`src/rtl/sfb_pkg.sv`:
```
// shared types, constants and helper functions of the sysex frame builder
package sfb_pkg;

  localparam int unsigned CNT_W  = 10;
  localparam int unsigned SUM_W  = 7;
  localparam int unsigned IDX_W  = 5;

  localparam logic [7:0] BYTE_SOF = 8'hf0;
  localparam logic [7:0] BYTE_EOF = 8'hf7;
  localparam logic [7:0] CMD_RQ1  = 8'h11;
  localparam logic [7:0] CMD_DT1  = 8'h12;
  localparam logic [7:0] MAKER_ID = 8'h41;
  localparam logic [7:0] CHK_BASE = 8'h80;

  localparam logic [1:0] REQ_START = 2'd0;
  localparam logic [1:0] REQ_DATA  = 2'd1;
  localparam logic [1:0] REQ_RQ1   = 2'd2;

  localparam logic [0:0] REG_DEVICE_ID = 1'b0;
  localparam logic [0:0] REG_MODEL_ID  = 1'b1;

  // result counts per item kind
  localparam logic [IDX_W-1:0] N_START      = 5'd11;
  localparam logic [IDX_W-1:0] N_START_CLOSE = 5'd13;
  localparam logic [IDX_W-1:0] N_DATA       = 5'd1;
  localparam logic [IDX_W-1:0] N_DATA_CLOSE = 5'd3;
  localparam logic [IDX_W-1:0] N_RQ1        = 5'd17;
  localparam logic [IDX_W-1:0] N_ERR        = 5'd1;

  typedef enum logic [1:0] {
    BR_START,
    BR_DATA,
    BR_RQ1,
    BR_ERR
  } branch_t;

  typedef struct packed {
    logic [7:0] out_byte;
    logic       last;
    logic       frame_end;
    logic       error;
  } out_item_t;

  function automatic logic [SUM_W-1:0] sum_word(input logic [31:0] w);
    logic [9:0] s;
    s = 10'(w[31:24]) + 10'(w[23:16]) + 10'(w[15:8]) + 10'(w[7:0]);
    return s[SUM_W-1:0];
  endfunction

  function automatic logic [7:0] check_of(input logic [SUM_W-1:0] s);
    return (s == '0) ? 8'h00 : CHK_BASE - 8'(s);
  endfunction

endpackage

```
`src/rtl/sfb_out_reg.sv`:
```
// output register of the result stream
module sfb_out_reg (
  input  logic              clk,
  input  logic              rst,
  input  logic              ld,
  input  sfb_pkg::out_item_t item,
  output logic              free,
  output logic              m_tvalid,
  input  logic              m_tready,
  output logic [7:0]        m_tdata,   // out_byte
  output logic              m_tlast,
  output logic [1:0]        m_tuser    // frame_end, error
);
  import sfb_pkg::*;

  out_item_t held;

  assign free = !m_tvalid || m_tready;

  always_ff @(posedge clk) begin
    if (rst) begin
      m_tvalid <= 1'b0;
    end else if (ld) begin
      m_tvalid <= 1'b1;
    end else if (m_tready) begin
      m_tvalid <= 1'b0;
    end
  end

  always_ff @(posedge clk) begin
    if (ld) begin
      held <= item;
    end
  end

  assign m_tdata = held.out_byte;
  assign m_tlast = held.last;
  assign m_tuser = {held.error, held.frame_end};

endmodule

```
`src/rtl/sysex_frame_builder.sv`:
```
// top level of the sysex frame builder
//
// input stream: one item per handshake, tuser holds req_type, tdata holds
// address (bits 31:0), size (63:32) and data_byte (71:64).
// output stream: one frame byte per handshake in tdata, tlast marks the last
// result of an input item, tuser bit 0 flags the closing f7, bit 1 an error.
// configuration: cfg_we with cfg_index 0 writes device_id, 1 the model code.
//
// an accepted item sits in the input register and leaves as 1 to 17 results,
// one per cycle while the receiver does not stall; the first byte goes from
// the input register to the output register. a data item gives one result,
// or 3 when it closes the frame, a start item 11 or 13, a request item 17.
// the next item is taken in the same cycle as the last byte of the current
// one, so data bytes stream at one per cycle while the receiver keeps up.
// when the receiver stalls, the output register holds its byte and the
// sequencer waits; the input side waits until the current item's last byte
// is loaded.
// reset clears the frame state, device_id to 0x10 and the model code to zero.
module sysex_frame_builder #(
  parameter int unsigned MAX_PAYLOAD = 512
) (
  input  logic        clk,
  input  logic        rst,
  input  logic        s_tvalid,
  output logic        s_tready,
  input  logic [71:0] s_tdata,   // address, size, data_byte
  input  logic [1:0]  s_tuser,   // req_type
  output logic        m_tvalid,
  input  logic        m_tready,
  output logic [7:0]  m_tdata,   // out_byte
  output logic        m_tlast,
  output logic [1:0]  m_tuser,   // frame_end, error
  input  logic        cfg_we,
  input  logic [0:0]  cfg_index,
  input  logic [23:0] cfg_wdata
);
  import sfb_pkg::*;

  logic [7:0]       device_id;
  logic [23:0]      model_code;
  logic             frame_open;
  logic [CNT_W-1:0] bytes_left;
  logic [SUM_W-1:0] running_sum;

  logic             busy;
  logic [IDX_W-1:0] idx;
  logic [1:0]       kind;
  logic [31:0]      addr;
  logic [31:0]      size;
  logic [7:0]       data;
  logic [SUM_W-1:0] addr_sum;
  logic [SUM_W-1:0] size_sum;
  logic             size_ok;
  logic             size_zero;

  branch_t          br;
  logic [IDX_W-1:0] n_res;
  logic             closing;
  logic             cur_last;
  logic [SUM_W-1:0] chk_sum;
  logic [SUM_W-1:0] data_sum;
  logic             out_free;
  logic             out_ld;
  logic             accept;
  out_item_t        item;

  always_ff @(posedge clk) begin
    if (rst) begin
      device_id  <= 8'h10;
      model_code <= '0;
    end else if (cfg_we) begin
      case (cfg_index)
        REG_DEVICE_ID: device_id  <= cfg_wdata[7:0];
        REG_MODEL_ID:  model_code <= cfg_wdata;
        default:       device_id  <= device_id;
      endcase
    end
  end

  // item kind against the current frame state
  always_comb begin
    case (kind)
      REQ_START: br = (!frame_open && size_ok) ? BR_START : BR_ERR;
      REQ_DATA:  br = frame_open ? BR_DATA : BR_ERR;
      REQ_RQ1:   br = (!frame_open && size_ok) ? BR_RQ1 : BR_ERR;
      default:   br = BR_ERR;
    endcase
  end

  assign data_sum = running_sum + data[SUM_W-1:0];

  always_comb begin
    case (br)
      BR_START: begin
        closing = size_zero;
        n_res   = size_zero ? N_START_CLOSE : N_START;
        chk_sum = addr_sum;
      end
      BR_DATA: begin
        closing = (bytes_left == CNT_W'(1));
        n_res   = closing ? N_DATA_CLOSE : N_DATA;
        chk_sum = data_sum;
      end
      BR_RQ1: begin
        closing = 1'b1;
        n_res   = N_RQ1;
        chk_sum = addr_sum + size_sum;
      end
      default: begin
        closing = 1'b0;
        n_res   = N_ERR;
        chk_sum = '0;
      end
    endcase
  end

  assign cur_last = (idx == n_res - IDX_W'(1));
  assign out_ld   = busy && out_free;
  assign s_tready = !busy || (out_ld && cur_last);
  assign accept   = s_tvalid && s_tready;

  // byte of the current item at position idx
  always_comb begin
    item           = '0;
    item.last      = cur_last;
    if (br == BR_ERR) begin
      item.error = 1'b1;
    end else if (closing && cur_last) begin
      item.out_byte  = BYTE_EOF;
      item.frame_end = 1'b1;
    end else if (closing && idx == n_res - IDX_W'(2)) begin
      item.out_byte = check_of(chk_sum);
    end else if (br == BR_DATA) begin
      item.out_byte = data;
    end else begin
      case (idx)
        5'd0:    item.out_byte = BYTE_SOF;
        5'd1:    item.out_byte = MAKER_ID;
        5'd2:    item.out_byte = device_id;
        5'd3:    item.out_byte = model_code[23:16];
        5'd4:    item.out_byte = model_code[15:8];
        5'd5:    item.out_byte = model_code[7:0];
        5'd6:    item.out_byte = (br == BR_RQ1) ? CMD_RQ1 : CMD_DT1;
        5'd7:    item.out_byte = addr[31:24];
        5'd8:    item.out_byte = addr[23:16];
        5'd9:    item.out_byte = addr[15:8];
        5'd10:   item.out_byte = addr[7:0];
        5'd11:   item.out_byte = size[31:24];
        5'd12:   item.out_byte = size[23:16];
        5'd13:   item.out_byte = size[15:8];
        5'd14:   item.out_byte = size[7:0];
        default: item.out_byte = 8'h00;
      endcase
    end
  end

  always_ff @(posedge clk) begin
    if (rst) begin
      busy <= 1'b0;
      idx  <= '0;
    end else if (accept) begin
      busy <= 1'b1;
      idx  <= '0;
    end else if (out_ld && cur_last) begin
      busy <= 1'b0;
      idx  <= '0;
    end else if (out_ld) begin
      idx <= idx + IDX_W'(1);
    end
  end

  always_ff @(posedge clk) begin
    if (accept) begin
      kind      <= s_tuser;
      addr      <= s_tdata[31:0];
      size      <= s_tdata[63:32];
      data      <= s_tdata[71:64];
      addr_sum  <= sum_word(s_tdata[31:0]);
      size_sum  <= sum_word(s_tdata[63:32]);
      size_ok   <= (s_tdata[63:32] <= 32'(MAX_PAYLOAD));
      size_zero <= (s_tdata[63:32] == 32'd0);
    end
  end

  // frame state moves on when an item's last byte goes out
  always_ff @(posedge clk) begin
    if (rst) begin
      frame_open  <= 1'b0;
      bytes_left  <= '0;
      running_sum <= '0;
    end else if (out_ld && cur_last) begin
      case (br)
        BR_START: begin
          if (!size_zero) begin
            frame_open  <= 1'b1;
            bytes_left  <= size[CNT_W-1:0];
            running_sum <= addr_sum;
          end
        end
        BR_DATA: begin
          if (closing) begin
            frame_open  <= 1'b0;
            bytes_left  <= '0;
            running_sum <= '0;
          end else begin
            bytes_left  <= bytes_left - CNT_W'(1);
            running_sum <= data_sum;
          end
        end
        default: begin
          frame_open <= frame_open;
        end
      endcase
    end
  end

  sfb_out_reg u_out (
    .clk      (clk),
    .rst      (rst),
    .ld       (out_ld),
    .item     (item),
    .free     (out_free),
    .m_tvalid (m_tvalid),
    .m_tready (m_tready),
    .m_tdata  (m_tdata),
    .m_tlast  (m_tlast),
    .m_tuser  (m_tuser)
  );

`ifndef SYNTHESIS
  a_accept_starts: assert property (@(posedge clk) disable iff (rst)
    accept |=> busy && idx == '0)
    else $error("item not started at position zero");

  a_open_has_count: assert property (@(posedge clk) disable iff (rst)
    frame_open |-> bytes_left != '0)
    else $error("open frame with no bytes left");

  a_err_single: assert property (@(posedge clk) disable iff (rst)
    (out_ld && br == BR_ERR) |-> cur_last)
    else $error("error result not last");

  a_eof_last: assert property (@(posedge clk) disable iff (rst)
    (out_ld && item.frame_end) |-> cur_last && item.out_byte == BYTE_EOF)
    else $error("frame end not on last byte");

  a_idx_range: assert property (@(posedge clk) disable iff (rst)
    busy |-> idx < N_RQ1)
    else $error("byte position out of range");
`endif

endmodule

```
`config.mk`:
```
export PLATFORM = sky130hd
export DESIGN_NAME = sysex_frame_builder
export DESIGN_NICKNAME = d
export VERILOG_FILES = /design/src/rtl/sfb_pkg.sv /design/src/rtl/sfb_out_reg.sv /design/src/rtl/sysex_frame_builder.sv
export SDC_FILE = /design/constraint.sdc
export NUM_CORES = 1
export LEC_CHECK = 0
export ABC_CLOCK_PERIOD_IN_PS = 12800
export BUFFER_PORTS_ARGS = -buffer_cell sky130_fd_sc_hd__buf_2
export CORE_MARGIN = 3
export CORE_UTILIZATION = 55
export CTS_CLUSTER_DIAMETER = 150
export DETAILED_ROUTE_END_ITERATION = 8
export PLACE_DENSITY = 0.87
export SYNTH_ARGS = -nofsm -noshare
export SYNTH_HDL_FRONTEND = slang
export SYNTH_HIERARCHICAL = 1
export SYNTH_SLANG_ARGS = --single-unit
```
`constraint.sdc`:
```
create_clock -name clk -period 12.8 [get_ports clk]
set_input_delay 0.64 -clock clk [delete_from_list [all_inputs] [get_ports clk]]
set_output_delay 0.64 -clock clk [all_outputs]
set_load 0.005 [all_outputs]
```
# --- Yosys cells after proc, flatten, opt, wreduce, memory -nomap -nowiden ---
# Index checks and enable logic that the tools add are counted.
totals:
  reg_bits: 158
  latch_bits: 0
  ramBits: 0
  mem_bits_ro: 0
  output_inout_bits: 13
  wordCells: 115
  memories: 0
classes:
  add_sub_neg: 13
  multipliers: 0
  n_div: 0
  order_cmp: 1
  n_eq_ne: 24
  shift: 0
  muxes: 30
  bitwise: 1
  reduce_logical: 25
op_table:
  columns: ["cell", "count"]
  rows:
  - ["case mux 8 bit (15 select lines)", 1]
  - ["adder 7 bit", 8]
  - ["equality test 5 x 4 -> 1 bit (second input constant)", 7]
  - ["less-or-equal comparator 32 x 10 -> 1 bit (second input constant)", 1]
  - ["logical NOT 32 bit", 1]
  - ["2-to-1 mux 8 bit", 4]
  - ["case mux 7 bit (3 select lines)", 1]
  - ["equality test 5 x 3 -> 1 bit (second input constant)", 4]
  - ["2-to-1 mux 10 bit", 2]
  - ["case mux 10 bit (2 select lines)", 1]
  - ["case mux 5 bit (3 select lines)", 1]
  - ["2-to-1 mux 7 bit", 2]
  - ["case mux 7 bit (2 select lines)", 1]
  - ["equality test 10 x 1 -> 1 bit (second input constant)", 1]
  - ["equality test 5 x 2 -> 1 bit (second input constant)", 2]
  - ["equality test 5 bit", 2]
  - ["subtractor 10 x 1 -> 10 bit (second input constant)", 1]
  - ["2-to-1 mux 1 bit", 9]
  - ["2-to-1 mux 2 bit", 4]
  - ["subtractor 8 x 7 -> 8 bit (first input constant)", 1]
  - ["logical NOT 7 bit", 1]
  - ["equality test 2 bit (second input constant)", 3]
  - ["logical AND 1 bit", 6]
  - ["case mux 2 bit (3 select lines)", 1]
  - ["20 further kinds", 29]

# --- Longest topological paths before layout ---
depth:
  depth_word: 12
  mapped_depth: 14

# --- Modules after synthesis ---
# Netlist, hierarchy kept.
by_module_without_submodules:
  columns: ["module", "instances", "cells_per_inst", "area_per_inst_um2", "seq_area_each_um2"]
  rows:
  - ["sysex_frame_builder", 1, 767, 8205.4, 3823.7]
  - ["sfb_out_reg", 1, 15, 376.6, 350.3]

# --- Worst setup path before layout ---
# OpenSTA, ideal clock, no wires.
synth_path:
  path_type: "reg-to-reg"
  from: "register kind[0]"
  to: "register addr[0], enable pin"
  setup_time_ns: 0.539
  t_arrival_ns: 5.504
  slack_ns: 6.756
  path_stages_with_launch: 8
  path_cell_list: "edfxtp_1 > clkbuf_2 > or3b_2 > o41ai_1 > o221ai_2 > nor2_4 > a21boi_2 > nor2_1"
synth_between:
  elab_chain_cells: 9
  word_cells_on_any_way: 13
synth_rtl:
  columns: ["item", "line_no", "rtl"]
  rows:
  - ["start, declared", "sysex_frame_builder.sv:47", "logic [1:0] kind;"]
  - ["start signal, assigned", "sysex_frame_builder.sv:174", "kind <= s_tuser;"]
  - ["equality test 2 bit, or another cell as far along", "sysex_frame_builder.sv:82", "case (kind)"]
  - ["case mux 2 bit (3 select lines) (*)", "sysex_frame_builder.sv:82", null]
  - ["equality test 2 bit, or another cell as far along", "sysex_frame_builder.sv:93", "case (br)"]
  - ["case mux 5 bit (3 select lines) (*)", "sysex_frame_builder.sv:93", null]
  - ["subtractor 5 x 1 -> 5 bit (*)", "sysex_frame_builder.sv:117", "assign cur_last = (idx == n_res - IDX_W'(1));"]
  - ["equality test 5 bit (*)", "sysex_frame_builder.sv:117", null]
  - ["via cur_last", "sysex_frame_builder.sv:59", "logic cur_last;"]
  - ["logical AND 1 bit (*)", "sysex_frame_builder.sv:119", "assign s_tready = !busy || (out_ld && cur_last);"]
  - ["logical OR 1 bit (*)", "sysex_frame_builder.sv:119", null]
  - ["logical AND 1 bit (*)", "sysex_frame_builder.sv:120", "assign accept = s_tvalid && s_tready;"]
  - ["via accept", "sysex_frame_builder.sv:64", "logic accept;"]
  - ["end signal, assigned", "sysex_frame_builder.sv:175", "addr <= s_tdata[31:0];"]
  - ["end, declared", "sysex_frame_builder.sv:48", "logic [31:0] addr;"]
# Mark *: on every way through the listed nets, which the timed path passes. The rest lies on a longest branch.
# A chain may end at the register's enable or synchronous reset.

# --- Worst setup path in the final report ---
layout_path:
  from: "register kind[1]"
  to: "register size[4], enable pin"
layout_between:
  elab_chain_cells: 9
  word_cells_on_any_way: 13
layout_rtl:
  columns: ["item", "line_no", "rtl"]
  rows:
  - ["equality test 2 bit, or another cell as far along", "sysex_frame_builder.sv:82", null]
  - ["case mux 2 bit (3 select lines) (*)", "sysex_frame_builder.sv:82", null]
  - ["equality test 2 bit, or another cell as far along", "sysex_frame_builder.sv:93", null]
  - ["case mux 5 bit (3 select lines) (*)", "sysex_frame_builder.sv:93", null]
  - ["subtractor 5 x 1 -> 5 bit (*)", "sysex_frame_builder.sv:117", null]
  - ["equality test 5 bit (*)", "sysex_frame_builder.sv:117", null]
  - ["via cur_last", "sysex_frame_builder.sv:59", null]
  - ["logical AND 1 bit (*)", "sysex_frame_builder.sv:119", null]
  - ["logical OR 1 bit (*)", "sysex_frame_builder.sv:119", null]
  - ["logical AND 1 bit (*)", "sysex_frame_builder.sv:120", null]
  - ["via accept", "sysex_frame_builder.sv:64", null]
  - ["end signal, assigned", "sysex_frame_builder.sv:176", "size <= s_tdata[63:32];"]
  - ["end, declared", "sysex_frame_builder.sv:49", "logic [31:0] size;"]
# Marked as above.

==> impl_metrics.json <==
{
  "synthAdderAreaFrac_pct": 10.7,
  "n_fill_cell": 1162,
  "cts_made_buffers": 17,
  "worstReg2RegStart": "kind[1]",
  "place_congestion": 0.935,
  "finClkSkew_ns": 0.0110,
  "drv_cap": 0,
  "layout-drive-gt1-share_pct": 21.2,
  "slew_headroom_pct": 16.7,
  "path_cells": "nand3b_2 -> nor4_4 -> o221ai_2 -> nor2_4 -> a21boi_2 -> nor2_4 -> buf_4",
  "syn_nets": 944,
  "drtAntennaViolNets": 0,
  "fin_setup_tns_ns": 0,
  "grt_use_total_pct": 28.7,
  "fp.coreArea_um2": 15300,
  "path_common_cell": "nor2_4",
  "r2r-end": "size[4]",
  "grt_pass1_vias": 6805,
  "areaGrowthSynthToFinish_pct": 14.8,
  "max_stage_delay_ns": 0.84,
  "post_cts_resized": 0,
  "synth_mux_area_share_pct": 0.744,
  "fin_util_pct": 64.6,
  "synth_area_um2": 8580,
  "grt-ovfl-total": 0,
  "io_buffers": 116,
  "whs_path_depth": 1,
  "cp.required_ns": 12.85,
  "cts_hold_buf": 0,
  "hold_path_class": "in2reg",
  "yosys_warnings": 6,
  "r2r.worst_path.cells": 7,
  "post_cts_buffers": 0,
  "antenna_cells": 0,
  "clk_pin_slew_ns": 0.07,
  "final.period_utilization_pct": 33.7,
  "r2r_slack_ns": 8.49,
  "min_from": "s_tdata[67]",
  "grt_pass1_wl_mm": 36.5,
  "htree_levels": 4,
  "dr.pass1.iters": 5,
  "slew_violations": 0,
  "peakVddDrop_uv": 94.2,
  "final_cell_count_no_fill": 1103,
  "p_leak_uw": 0.00371,
  "synth-simple-area-share_pct": 15.4,
  "dieArea_um2": 17100,
  "hpwl_mm": 17.4,
  "worst_setup_path_end_kind": "flip-flop",
  "synthDistinctLibCells": 88,
  "post-route-drc-count": 0,
  "finalHoldViolCount": 0,
  "fp.dieW_um": 131,
  "ys_seq_elements": 158,
  "totalWireLength_mm": 23.3,
  "vias": 6920,
  "synth_top_family_by_area": "compound AO/OA/AOI/OAI gates",
  "synth_edf_count": 101,
  "cts_buffer_depth": 2,
  "rsz0062_at_grt": "false",
  "cts-root-buf": "clkbuf_16",
  "viasPerCell": 6.27,
  "clkLatencyLatePin_ns": 0.43,
  "setup_violations": 0,
  "netlist_instances": 782,
  "io_pins": 117,
  "final.min_clock_period_ns": 4.31,
  "synth-xor-area-share_pct": 4.08,
  "max_freq_mhz": 232,
  "drt_iter0_drc": 820,
  "min_to": "data[3]",
  "seq_area_frac_synth_pct": 48.6,
  "start_util_pct": 56.2,
  "arrival_ns": 4.37,
  "wl_per_cell_um": 21.1,
  "cp_slowest_cell": "buf_4",
  "synth_compound_area_share_pct": 16.6,
  "synth-async-reset-ratio_pct": 0,
  "nets": 1041,
  "status": "finished, final reports clean",
  "path_class": "reg2reg",
  "cts_tree": "yes",
  "timing.critical_path.from_type": "flip-flop",
  "power_density_nw_per_um2": 142,
  "worst_pin_slew_ns": 1.23,
  "grt_max_degree": 79,
  "die_h_um": 131,
  "antenna_found_initial": 0,
  "synthFlopType": "edfxtp_1",
  "clock-sinks": 158,
  "synth.avg_cell_area_um2": 11.0,
  "crit_fanout": 78,
  "row_count": 45,
  "placedCellCount": 1071,
  "hold_ws_ns": 0.378
}
[sequential cells by signal (all words and copies together), names as in the netlist]
name / cells
data: 8
u_out/m_tuser: 2
size_ok: 1
busy: 1
kind: 2
u_out/m_tvalid: 1
running_sum: 7
idx: 5
device_id: 8
addr_sum: 7
u_out/m_tdata: 8
u_out/m_tlast: 1
frame_open: 1
bytes_left: 10
model_code: 24
size_zero: 1
addr: 32
size_sum: 7
size: 32
[worst max path at each step]
stage | depth (start not counted) | slack, ns | from | endpoint
after floorplan | 7 | 6.76 | kind[0] | addr[0]
after detailed placement | 7 | 8.58 | kind[1] | addr[3]
after CTS | 7 | 8.55 | kind[1] | size[25]
after global placement | 7 | 8.69 | kind[1] | addr[20]
final | 7 | 8.49 | kind[1] | size[4]
after global routing | 7 | 8.19 | kind[1] | size[14]
[critical path: cells and delay by family, from the launching register on]
kind            cells  cell delay [ns]
buf+inv             1             0.84
simple gates        4             2.01
compound gates      2             0.36
flops               1             0.67
[cell usage in the layout, fill, tap and decap left out, drive strengths merged, types with 7 or more instances in the layout]
master / count
xor2: 10
nor2b: 7
o21ai: 24
xnor2: 30
nand3: 11
edfxtp: 101
inv: 38
fa: 26
a221oi: 8
a211oi: 11
buf: 121
nor2: 47
clkbuf: 18
nor3: 12
nand4: 10
nor4: 10
nor4bb: 9
nand2: 106
a22oi: 33
dfxtp: 57
ha: 32
a21oi: 57
a22o: 9
[stage by stage]
| stage | setup WS (ns) | total power [µW] | area (µm²) |
|---|---|---|---|
| 4_1_cts | 8.55 | 1400 | 9850 |
| 6_report | 8.49 | 1390 | 9850 |
| 5_1_grt | 8.19 | 1460 | 9850 |
| 3_3_place_gp | 8.69 | 887 | 9270 |
| 3_5_place_dp | 8.58 | 898 | 9270 |
| 2_1_floorplan | 6.76 | 806 | 8580 |
[synthesized netlist by cell type, types with 10 or more instances]
cell type / count / area [µm²]
edfxtp_1: 101 / 3030
o21ai_0: 23 / 115
nand2_1: 105 / 394
nor2_1: 46 / 173
fa_1: 26 / 521
ha_1: 32 / 400
inv_1: 26 / 97.6
a21oi_1: 56 / 280
nand4_1: 10 / 62.6
clkbuf_1: 29 / 109
xnor2_1: 30 / 263
nand3_1: 11 / 55.1
a211oi_1: 11 / 82.6
xor2_1: 10 / 87.6
dfxtp_1: 57 / 1140
a22oi_1: 33 / 248
nor3_1: 11 / 55.1
[power by group]
| part | leakage, µW | switching [µW] | total, µW | internal, µW |
|---|---|---|---|---|
| clock network | 0.000295 | 230 | 502 | 271 |
| logic | 0.00197 | 145 | 263 | 118 |
| registers | 0.00144 | 35.3 | 629 | 594 |
| total | 0.00371 | 411 | 1390 | 983 |
[kinds of logic (layout without fill, tap and decap cells)]
kind of cell,Yosys count,count (layout)
buffers and inverters,70,180
multiplexers,6,6
AND/OR/NAND/NOR,251,251
flip-flops,158,158
XOR/XNOR,40,40
adder cells (fa/ha/maj),58,58
AO/OA/AOI/OAI,199,199
[final cells by class]
type	count	area (µm²)	area share, %
Clock buffer	18	450	4.57
Inverter	27	101	1.03
Tap cell	211	264	2.68
Sequential cell	158	4170	42.4
Multi-Input combinational cell	554	4110	41.7
Timing Repair Buffer	121	618	6.27
Clock inverter	14	138	1.40
[routing by layer]
layer | share of wire (%) | global-route usage, % | vias to the layer above
met1 | 38 | 37.2 | 3293
met2 | 46 | 43.3 | 433
li1 | - | - | 3111
met5 | 0 | 0 | -
met3 | 11 | 9.55 | 83
met4 | 5.0 | 14.3 | 0
No activity file was read; power rests on OpenSTA's default activity.
